File: src/hdl/font_descriptor_parser_top_assert.svh
// Assertion macros for the font descriptor parser
`ifndef FONT_DESCRIPTOR_PARSER_TOP_ASSERT_SVH
`define FONT_DESCRIPTOR_PARSER_TOP_ASSERT_SVH

// Same-cycle implication, checked outside reset
`define FDP_ASSERT_NOW(label, clk, rst, ante, cons) \
   label: assert property (@(posedge clk) disable iff (rst) (ante) |-> (cons)) \
      else $error("fdp assertion failed");

// Next-cycle implication, checked outside reset
`define FDP_ASSERT_NEXT(label, clk, rst, ante, cons) \
   label: assert property (@(posedge clk) disable iff (rst) (ante) |=> (cons)) \
      else $error("fdp assertion failed");

`endif

File: src/hdl/fdp_pkg.sv
// Shared constants, types and helpers for the font descriptor parser
`default_nettype none

package fdp_pkg;

   // Line length limit and derived widths
   localparam int MAX_LEN = 256;
   localparam int CNT_W   = $clog2(MAX_LEN + 2);
   localparam int CHAR_W  = 8;
   localparam int PTR_W   = 8;
   localparam int FLEN_W  = 9;
   localparam int PX_W    = 16;
   localparam int NV_W    = PX_W + 4;

   // Character codes
   localparam logic [CHAR_W-1:0] CH_SPACE = 8'h20;
   localparam logic [CHAR_W-1:0] CH_TAB   = 8'h09;
   localparam logic [CHAR_W-1:0] CH_CR    = 8'h0D;
   localparam logic [CHAR_W-1:0] CH_LF    = 8'h0A;
   localparam logic [CHAR_W-1:0] CH_P     = 8'h70;
   localparam logic [CHAR_W-1:0] CH_X     = 8'h78;
   localparam logic [CHAR_W-1:0] CH_ZERO  = 8'h30;
   localparam logic [CHAR_W-1:0] CH_NINE  = 8'h39;

   localparam logic [PX_W-1:0] MAX_PX_RESET = 16'd255;

   // One result transaction
   typedef struct packed {
      logic              parse_ok;
      logic [PTR_W-1:0]  face_start;
      logic [FLEN_W-1:0] face_length;
      logic [PX_W-1:0]   size_px;
   } result_type;

   function automatic logic is_blank(input logic [CHAR_W-1:0] c);
      return (c == CH_SPACE) || (c == CH_TAB) || (c == CH_CR) || (c == CH_LF);
   endfunction

endpackage

`default_nettype wire

File: src/hdl/font_descriptor_parser_top.sv
// A character is registered on acceptance and then processed from that register by fdp_scan;
// the result of a line is registered onto rsp_ when its last character leaves the input register.
// Throughput: one character per cycle, set by the state update in fdp_scan;
// a line end waits only while the previous result is still held on rsp_.
// Reset (synchronous, active high) clears line state and valids and sets max_px to 255.
`default_nettype none

`include "font_descriptor_parser_top_assert.svh"

module font_descriptor_parser_top (
   input  wire logic                        clock,
   input  wire logic                        reset,
   // input channel
   input  wire logic                        req_valid,
   output      logic                        req_ready,
   input  wire logic [fdp_pkg::CHAR_W-1:0]  req_char_code,
   input  wire logic                        req_last_char,
   // result channel
   output      logic                        rsp_valid,
   input  wire logic                        rsp_ready,
   output      logic                        rsp_parse_ok,
   output      logic [fdp_pkg::PTR_W-1:0]   rsp_face_start,
   output      logic [fdp_pkg::FLEN_W-1:0]  rsp_face_length,
   output      logic [fdp_pkg::PX_W-1:0]    rsp_size_px,
   // configuration
   input  wire logic                        csr_write_enable,
   input  wire logic [fdp_pkg::PX_W-1:0]    csr_write_data
);

   logic                        in_valid_ff;
   logic [fdp_pkg::CHAR_W-1:0]  in_char_ff;
   logic                        in_last_ff;
   logic [fdp_pkg::PX_W-1:0]    max_px_ff;
   logic                        out_valid_ff;
   fdp_pkg::result_type         out_ff;
   fdp_pkg::result_type         scan_result;
   logic                        advance;

   // Stage moves unless a line end would overwrite an untaken result
   assign advance   = in_valid_ff && (!in_last_ff || !out_valid_ff || rsp_ready);
   assign req_ready = !in_valid_ff || advance;

   // Configuration register
   always_ff @(posedge clock) begin
      if (reset) begin
         max_px_ff <= fdp_pkg::MAX_PX_RESET;
      end else if (csr_write_enable) begin
         max_px_ff <= csr_write_data;
      end
   end

   // Input register
   always_ff @(posedge clock) begin
      if (reset) begin
         in_valid_ff <= 1'b0;
      end else if (req_valid && req_ready) begin
         in_valid_ff <= 1'b1;
      end else if (advance) begin
         in_valid_ff <= 1'b0;
      end
   end

   always_ff @(posedge clock) begin
      if (req_valid && req_ready) begin
         in_char_ff <= req_char_code;
         in_last_ff <= req_last_char;
      end
   end

   fdp_scan u_scan (
      .clock     (clock),
      .reset     (reset),
      .step      (advance),
      .char_code (in_char_ff),
      .last_char (in_last_ff),
      .max_px    (max_px_ff),
      .result    (scan_result)
   );

   // Result register
   always_ff @(posedge clock) begin
      if (reset) begin
         out_valid_ff <= 1'b0;
      end else if (advance && in_last_ff) begin
         out_valid_ff <= 1'b1;
      end else if (rsp_ready) begin
         out_valid_ff <= 1'b0;
      end
   end

   always_ff @(posedge clock) begin
      if (advance && in_last_ff) begin
         out_ff <= scan_result;
      end
   end

   assign rsp_valid       = out_valid_ff;
   assign rsp_parse_ok    = out_ff.parse_ok;
   assign rsp_face_start  = out_ff.face_start;
   assign rsp_face_length = out_ff.face_length;
   assign rsp_size_px     = out_ff.size_px;

   // Checks
   `FDP_ASSERT_NOW(a_fail_zero, clock, reset, out_valid_ff && !out_ff.parse_ok,
      out_ff.size_px == '0 && out_ff.face_length == '0 && out_ff.face_start == '0)
   `FDP_ASSERT_NOW(a_ok_size, clock, reset, out_valid_ff && out_ff.parse_ok,
      out_ff.size_px != '0 && out_ff.size_px <= max_px_ff)
   `FDP_ASSERT_NOW(a_no_overwrite, clock, reset,
      in_valid_ff && in_last_ff && out_valid_ff && !rsp_ready, !advance && !req_ready)
   `FDP_ASSERT_NEXT(a_line_end, clock, reset, advance && in_last_ff, out_valid_ff)

endmodule

`default_nettype wire

File: src/hdl/fdp_scan.sv
// Per-character line state and end-of-line result evaluation
`default_nettype none

module fdp_scan (
   input  wire logic                       clock,
   input  wire logic                       reset,
   input  wire logic                       step,
   input  wire logic [fdp_pkg::CHAR_W-1:0] char_code,
   input  wire logic                       last_char,
   input  wire logic [fdp_pkg::PX_W-1:0]   max_px,
   output fdp_pkg::result_type             result
);

   localparam logic [fdp_pkg::CNT_W-1:0] LEN_LIMIT = fdp_pkg::CNT_W'(fdp_pkg::MAX_LEN);

   // Line state registers
   logic [fdp_pkg::CNT_W-1:0]  position_ff, position_in;
   logic [fdp_pkg::PTR_W-1:0]  first_pos_ff, first_pos_in;
   logic                       seen_ff, seen_in;
   logic                       in_token_ff, in_token_in;
   logic [fdp_pkg::PTR_W-1:0]  prev_end_ff, prev_end_in;
   logic                       have_prev_ff, have_prev_in;
   logic [fdp_pkg::PTR_W-1:0]  cur_end_ff, cur_end_in;
   logic [fdp_pkg::CNT_W-1:0]  tok_len_ff, tok_len_in;
   logic [fdp_pkg::PX_W-1:0]   val_ff, val_in;
   logic [fdp_pkg::PX_W-1:0]   val_b1_ff, val_b1_in;
   logic [fdp_pkg::PX_W-1:0]   val_b2_ff, val_b2_in;
   logic [2:0]                 flags_ff, flags_in;
   logic [2*fdp_pkg::CHAR_W-1:0] tail_ff, tail_in;

   // Token base values (fresh when a token starts)
   logic                         starting;
   logic [fdp_pkg::CNT_W-1:0]    b_len;
   logic [fdp_pkg::PX_W-1:0]     b_val, b_val1;
   logic [2:0]                   b_flags;
   logic [2*fdp_pkg::CHAR_W-1:0] b_tail;
   logic                         digit;
   logic [fdp_pkg::NV_W-1:0]     nv;
   logic                         dig_ok;

   // End-of-line evaluation
   logic                         has_px;
   logic [fdp_pkg::CNT_W-1:0]    size_len;
   logic [fdp_pkg::PX_W-1:0]     size_val;
   logic                         size_vok;
   logic                         ok;

   always_comb begin
      starting = !fdp_pkg::is_blank(char_code) && !in_token_ff;
      b_len    = starting ? '0 : tok_len_ff;
      b_val    = starting ? '0 : val_ff;
      b_val1   = starting ? '0 : val_b1_ff;
      b_flags  = starting ? 3'b111 : flags_ff;
      b_tail   = starting ? '0 : tail_ff;
      digit    = (char_code >= fdp_pkg::CH_ZERO) && (char_code <= fdp_pkg::CH_NINE);
      // times ten plus digit, as two shifts and adds
      nv = ({4'b0, b_val} << 3) + ({4'b0, b_val} << 1) +
           (digit ? fdp_pkg::NV_W'(char_code - fdp_pkg::CH_ZERO) : '0);
      dig_ok = b_flags[0] && digit && (nv <= {4'b0, max_px});
   end

   // Next state for one character
   always_comb begin
      position_in  = (position_ff <= LEN_LIMIT) ? position_ff + 1'b1 : position_ff;
      first_pos_in = first_pos_ff;
      seen_in      = seen_ff;
      in_token_in  = in_token_ff;
      prev_end_in  = prev_end_ff;
      have_prev_in = have_prev_ff;
      cur_end_in   = cur_end_ff;
      tok_len_in   = tok_len_ff;
      val_in       = val_ff;
      val_b1_in    = val_b1_ff;
      val_b2_in    = val_b2_ff;
      flags_in     = flags_ff;
      tail_in      = tail_ff;
      if (fdp_pkg::is_blank(char_code)) begin
         in_token_in = 1'b0;
      end else begin
         if (starting) begin
            if (seen_ff) begin
               prev_end_in  = cur_end_ff;
               have_prev_in = 1'b1;
            end else begin
               first_pos_in = position_ff[fdp_pkg::PTR_W-1:0];
               seen_in      = 1'b1;
            end
         end
         in_token_in = 1'b1;
         val_b2_in   = b_val1;
         val_b1_in   = b_val;
         val_in      = (nv > fdp_pkg::NV_W'(16'hFFFF)) ? 16'hFFFF
                                                      : nv[fdp_pkg::PX_W-1:0];
         flags_in    = {b_flags[1:0], dig_ok};
         tok_len_in  = (b_len <= LEN_LIMIT) ? b_len + 1'b1 : b_len;
         tail_in     = {b_tail[fdp_pkg::CHAR_W-1:0], char_code};
         cur_end_in  = position_ff[fdp_pkg::PTR_W-1:0] + 1'b1;
      end
   end

   // Result from the state after this character
   always_comb begin
      has_px = (tok_len_in >= fdp_pkg::CNT_W'(2)) &&
               (tail_in == {fdp_pkg::CH_P, fdp_pkg::CH_X});
      if (has_px) begin
         size_len = tok_len_in - fdp_pkg::CNT_W'(2);
         size_val = val_b2_in;
         size_vok = flags_in[2];
      end else begin
         size_len = tok_len_in;
         size_val = val_in;
         size_vok = flags_in[0];
      end
      ok = have_prev_in && (position_in <= LEN_LIMIT) && (size_len != '0) &&
           size_vok && (size_val != '0);
      result.parse_ok    = ok;
      result.face_start  = ok ? first_pos_in : '0;
      result.face_length = ok ? ({1'b0, prev_end_in} - {1'b0, first_pos_in}) : '0;
      result.size_px     = ok ? size_val : '0;
   end

   // State registers; end of line returns to the cleared state
   always_ff @(posedge clock) begin
      if (reset || (step && last_char)) begin
         position_ff  <= '0;
         first_pos_ff <= '0;
         seen_ff      <= 1'b0;
         in_token_ff  <= 1'b0;
         prev_end_ff  <= '0;
         have_prev_ff <= 1'b0;
         cur_end_ff   <= '0;
         tok_len_ff   <= '0;
         val_ff       <= '0;
         val_b1_ff    <= '0;
         val_b2_ff    <= '0;
         flags_ff     <= 3'b111;
         tail_ff      <= '0;
      end else if (step) begin
         position_ff  <= position_in;
         first_pos_ff <= first_pos_in;
         seen_ff      <= seen_in;
         in_token_ff  <= in_token_in;
         prev_end_ff  <= prev_end_in;
         have_prev_ff <= have_prev_in;
         cur_end_ff   <= cur_end_in;
         tok_len_ff   <= tok_len_in;
         val_ff       <= val_in;
         val_b1_ff    <= val_b1_in;
         val_b2_ff    <= val_b2_in;
         flags_ff     <= flags_in;
         tail_ff      <= tail_in;
      end
   end

endmodule

`default_nettype wire
File: config.mk
export PLATFORM = sky130hd
export DESIGN_NAME = font_descriptor_parser_top
export DESIGN_NICKNAME = d
export VERILOG_FILES = /design/src/hdl/fdp_pkg.sv /design/src/hdl/font_descriptor_parser_top.sv /design/src/hdl/fdp_scan.sv
export VERILOG_INCLUDE_DIRS = /design/src /design/src/hdl
export SDC_FILE = /design/constraint.sdc
export NUM_CORES = 1
export LEC_CHECK = 0
export BUFFER_PORTS_ARGS = -buffer_cell sky130_fd_sc_hd__buf_2
export CAP_MARGIN = 25
export CORE_ASPECT_RATIO = 0.75
export CORE_MARGIN = 10
export CORE_UTILIZATION = 45
export CTS_BUF_LIST = sky130_fd_sc_hd__clkbuf_16
export DETAILED_ROUTE_END_ITERATION = 10
export HOLD_SLACK_MARGIN = 0.02
export PLACE_DENSITY = 0.69
export SLEW_MARGIN = 20
export SYNTH_ARGS = -nofsm -noshare
export SYNTH_HDL_FRONTEND = slang
export SYNTH_SLANG_ARGS = --single-unit
File: constraint.sdc
create_clock -name clock -period 13.7 [get_ports clock]
set_input_delay 4.11 -clock clock [delete_from_list [all_inputs] [get_ports clock]]
set_output_delay 4.11 -clock clock [all_outputs]
set_load 0.005 [all_outputs]
* Word-level counts from Yosys, hierarchy flattened
Cells that the tools add are included.
** Operators by class
- Add/subtract/negate cells :: 8
- $lt $le $gt $ge :: 8
- Eq/ne operators :: 5
- Mux-type cells :: 31
- Bitwise logic cells :: 1
- Reduce and logical (&&, ||, !) cells :: 30
** Operator list (number)
- $mux 16 :: 7
- $mux 8 :: 7
- $mux 9 :: 5
- $le 9x9->1 const B :: 3
- $eq 8x4->1 const B :: 3
- $add 19x17->20 :: 1
- $add 20x20->20 :: 1
- $gt 20x16->1 const B :: 1
- $le 20x16->1 :: 1
- $mux 20 :: 1
- $add 9x1->9 const B :: 2
- $eq 16x15->1 const B :: 1
- $reduce_bool 16->1 :: 1
- $logic_and 1x1->1 :: 12
- $ge 9x2->1 const B :: 1
- $mux 1 :: 9
- $reduce_bool 9->1 :: 1
- $sub 8x6->9 const B :: 1
- $sub 8x8->9 :: 1
- $sub 9x2->9 const B :: 1
- $add 8x1->8 const B :: 1
- $eq 8x6->1 const B :: 1
- $ge 8x6->1 const B :: 1
- $le 8x6->1 const B :: 1
- 8 further kinds :: 19
** Storage, ports and cells
- Register bits :: 173
- Input bits :: 30
- Word-level logic and storage cells :: 106

* Longest topological paths before layout
- Depth after elaboration :: 17
- Gate-level depth with buffers :: 32
- Mapped depth without buffers :: 28

* Hierarchy
Synthesis repeated with hierarchy kept, for this count alone.
** Second synthesis, totals
- Cell total of the unflattened synthesis :: 1197
- Area, all modules :: 10267.3 um2
** By module, submodules not included
- fdp_scan :: times used 1, cells an instance 1090, area an instance 8274.2 um2, seq. area each 2242.2 um2
- font_descriptor_parser_top :: times used 1, cells an instance 107, area an instance 1993.2 um2, seq. area each 1651.6 um2

* Worst setup path after synthesis
Ideal clock, no wire load.
- Kind :: in2out
- From :: input rsp_ready
- To :: output req_ready
- Data arrival time :: 4424 ps
- Data required time :: 9590 ps
- Setup slack :: 5166 ps
- Stages on the path :: 2
- Path through :: nor2b_1 -> nand3_1
** Between the ends
- Cells in the longest elaborated chain, start to end :: 3
** Ends and longest elaborated chain
- from (decl) :: RTL line font_descriptor_parser_top.sv:20 : input wire logic rsp_ready,
- $logic_or 1x1->1 :: RTL line font_descriptor_parser_top.sv:40 : assign advance = in_valid_ff && (!in_last_ff || !out_valid_ff || rsp_ready);
- $logic_and 1x1->1 :: RTL line font_descriptor_parser_top.sv:40
- $logic_or 1x1->1 :: RTL line font_descriptor_parser_top.sv:41 : assign req_ready = !in_valid_ff || advance;
- to (decl) :: RTL line font_descriptor_parser_top.sv:15 : output logic req_ready,
Every way passes these cells.

* Final worst setup path
Ends and elaborated chain as after synthesis.

==> results.sh <==
export IMPL_overflow=0
export IMPL_ys_seq_area_share_pct=37.7
export IMPL_post_route_period_util_pct=64.3
export IMPL_nets=1336
export IMPL_drtAntennaViolNets=0
export IMPL_rows=47
export IMPL_fin_ws_ns=4.90
export IMPL_maxSlewHeadroom_pct=29.9
export IMPL_route_vias_total=9070
export IMPL_antenna_found_initial=0
export IMPL_area_growth_pct=10.4
export IMPL_dp_hpwl_mm=19.9
export IMPL_grt_pass1_wl_mm=45.1
export IMPL_grt_pass1_vias=8236
export IMPL_min_period_ns=8.80
export IMPL_hold_viol=0
export IMPL_syn_nets=1310
export IMPL_die_y_um=151
export IMPL_peakVddDrop_uv=87.5
export IMPL_drc=0
export IMPL_diodes=0
export IMPL_io_buffers=65
export IMPL_pin_count=66
export IMPL_finalSetupViolCount=0
export IMPL_grt_usage_pct=18.8
export IMPL_cp_start_kind="input port"
export IMPL_clock_root_buffer="clkbuf_16"
export IMPL_worst_pin_slew_ns=1.05
export IMPL_cts_sinks=173
export IMPL_yosysWarningCount=0
export IMPL_totalWireLength_mm=27.9
export IMPL_wl_per_cell_um=18.1
export IMPL_cp_end_kind="output port"
export IMPL_cp_arrival_ns=4.69
export IMPL_max_freq_mhz=114
export IMPL_synth_flop_cell="dfxtp_1"
export IMPL_fin_setup_tns_ns=0
export IMPL_via_per_inst=5.87
export IMPL_finClkSkew_ns=0.0119
export IMPL_synth_area_leaders="dfxtp_1 25%, edfxtp_1 13%, nand2_1 6.8%, ha_1 6.4%, a21oi_1 5.2%"
export IMPL_critPathKind="input port to output port"
export IMPL_cts_buffers=17
export IMPL_synth_edf_count=43
export IMPL_synth_avg_cell_area_um2=8.53
export IMPL_leakage_uw=0.00454
export IMPL_clk_pin_slew_worst_paths_ns=0.07
export IMPL_post_cts_buffers=0
export IMPL_core_mm2=0.0223
export IMPL_hold_buffers=0
export IMPL_die_area_mm2=0.0295
export IMPL_required_ns=9.59
export IMPL_htreeDepth=4
export IMPL_finalMaxSlewViolations=0
export IMPL_yosys_area_top_type="dfxtp_1"
export IMPL_synth_top_area_share_pct=25.2
export IMPL_layout_common_cells="186 x nand2_1, 129 x dfxtp_1, 108 x a21oi_1"
export IMPL_place_ws_ns=4.91
export IMPL_clock_path_buffers=2
export IMPL_synthesis_area_mm2=0.0103
export IMPL_final_common_cell="nand2_1"
export IMPL_rsz0062_at_grt="no"
export IMPL_gp_congestion=0.953
export IMPL_dr_first_iter_drc_count=943
export IMPL_fill_cells=2074
export IMPL_firstDrtPassIters=5
export IMPL_placed_area_mm2=0.0108
export IMPL_synth_seq_cells=173
export IMPL_grt_max_degree=94
export IMPL_tritoncts="done"
export IMPL_maxCapViolCount=0
export IMPL_die_w_um=195
export IMPL_async_flop_share_pct=0
export IMPL_yosys_cell_types_count=85
export IMPL_start_util_pct=46.3
export IMPL_whs_ns=0.455
export IMPL_hp_class="flop to flop"
export IMPL_drive_gt1_share_pct=12.6
export IMPL_power_density_mw_per_mm2=105
export IMPL_path_max_fanout=4
export IMPL_worstSkewPairLatency_ns=0.45
export IMPL_outcome="finished, final reports clean"
export IMPL_postSynthCellCount=1211
export IMPL_design_area_mm2=0.0114
export IMPL_ctsResizeCount=0
## synthesized netlist by cell type (all sizes together), types with 8 or more instances
cell type,n
a31oi,15
xor2,16
nor3,31
edfxtp,43
a211oi,26
clkbuf,49
inv,68
dfxtp,130
o21ai,36
o221a,8
and3,17
ha,53
nor2,94
nand3,57
nand2,187
mux2i,24
nor2b,15
a21oi,108
and2,11
fa,16
a21o,14
buf,22
nand2b,9
mux2,9
nand4,11
xnor2,19
o211ai,16
## critical path, stage by stage
cell and delay, ns:
buf_2 0.09, nor2b_1 0.22, nand3_1 0.13, buf_2 0.14
## logic make-up after synthesis
family,count (synthesis),share of synthesized area (%)
adders and majority gates,69,9.53
xor gates and xnor gates,35,2.97
muxes,33,3.34
buffers and inverters,139,5.26
DFF,173,37.7
AOI/OAI and AO/OA,293,19.2
and+or+nand+nor,469,21.9
## worst paths after layout
kind                         start                    end  slack (ns)  depth (start not counted)
max                      rsp_ready              req_ready        4.90                          4
max reg2reg          in_char_ff[6]     rsp_face_length[8]        5.25                         27
min          u_scan.prev_end_ff[7]  u_scan.prev_end_ff[7]        0.45                          2
min reg2reg  u_scan.prev_end_ff[7]  u_scan.prev_end_ff[7]        0.45                          2
## layout make-up
class                   count  area [um2]  share of cell area, %
clock buffers              17         425                   3.73
multi-input cells         899        5900                   51.8
clock inverters            15         138                   1.21
well taps                 294         368                   3.23
flip-flops and latches    173        3890                   34.2
repair buffers             78         420                   3.69
inverters                  68         255                   2.24
## routing by layer
metal | track usage [%] | routed length [um] | vias to the layer above
met5 | 0 | 0 | -
met4 | 5.26 | 363 | 0
met3 | 5.43 | 2360 | 27
met2 | 26.1 | 11600 | 339
met1 | 27.5 | 13700 | 4329
li1 | - | - | 4375
## flip-flops by register name, indices dropped and copies added (netlist names)
| name | cells |
|---|---|
| max_px_ff | 16 |
| rsp_size_px | 16 |
| u_scan.tail_ff | 16 |
| u_scan.val_b1_ff | 16 |
| u_scan.val_b2_ff | 16 |
| u_scan.val_ff | 16 |
| rsp_face_length | 9 |
| u_scan.position_ff | 9 |
| u_scan.tok_len_ff | 9 |
| in_char_ff | 8 |
| rsp_face_start | 8 |
| u_scan.cur_end_ff | 8 |
| u_scan.first_pos_ff | 8 |
| u_scan.prev_end_ff | 8 |
| u_scan.flags_ff | 3 |
| in_last_ff | 1 |
| in_valid_ff | 1 |
| rsp_parse_ok | 1 |
| rsp_valid | 1 |
| u_scan.have_prev_ff | 1 |
| u_scan.in_token_ff | 1 |
| u_scan.seen_ff | 1 |
## metrics by stage
stage / util [%] / std cells / total power [uW]
floorplan: - / 1211 / 676
global placement: 48.6 / 1510 / 720
detailed placement: 48.6 / 1510 / 723
CTS: 51.1 / 1542 / 1200
global route: 51.2 / 1544 / 1240
finish: 51.2 / 1544 / 1200
## power breakdown
part	internal [uW]	switching (uW)	total, uW
clock network	254	228	481
registers	540	13.9	554
logic	58.5	103	161
Power figures use the tool's default switching activity.
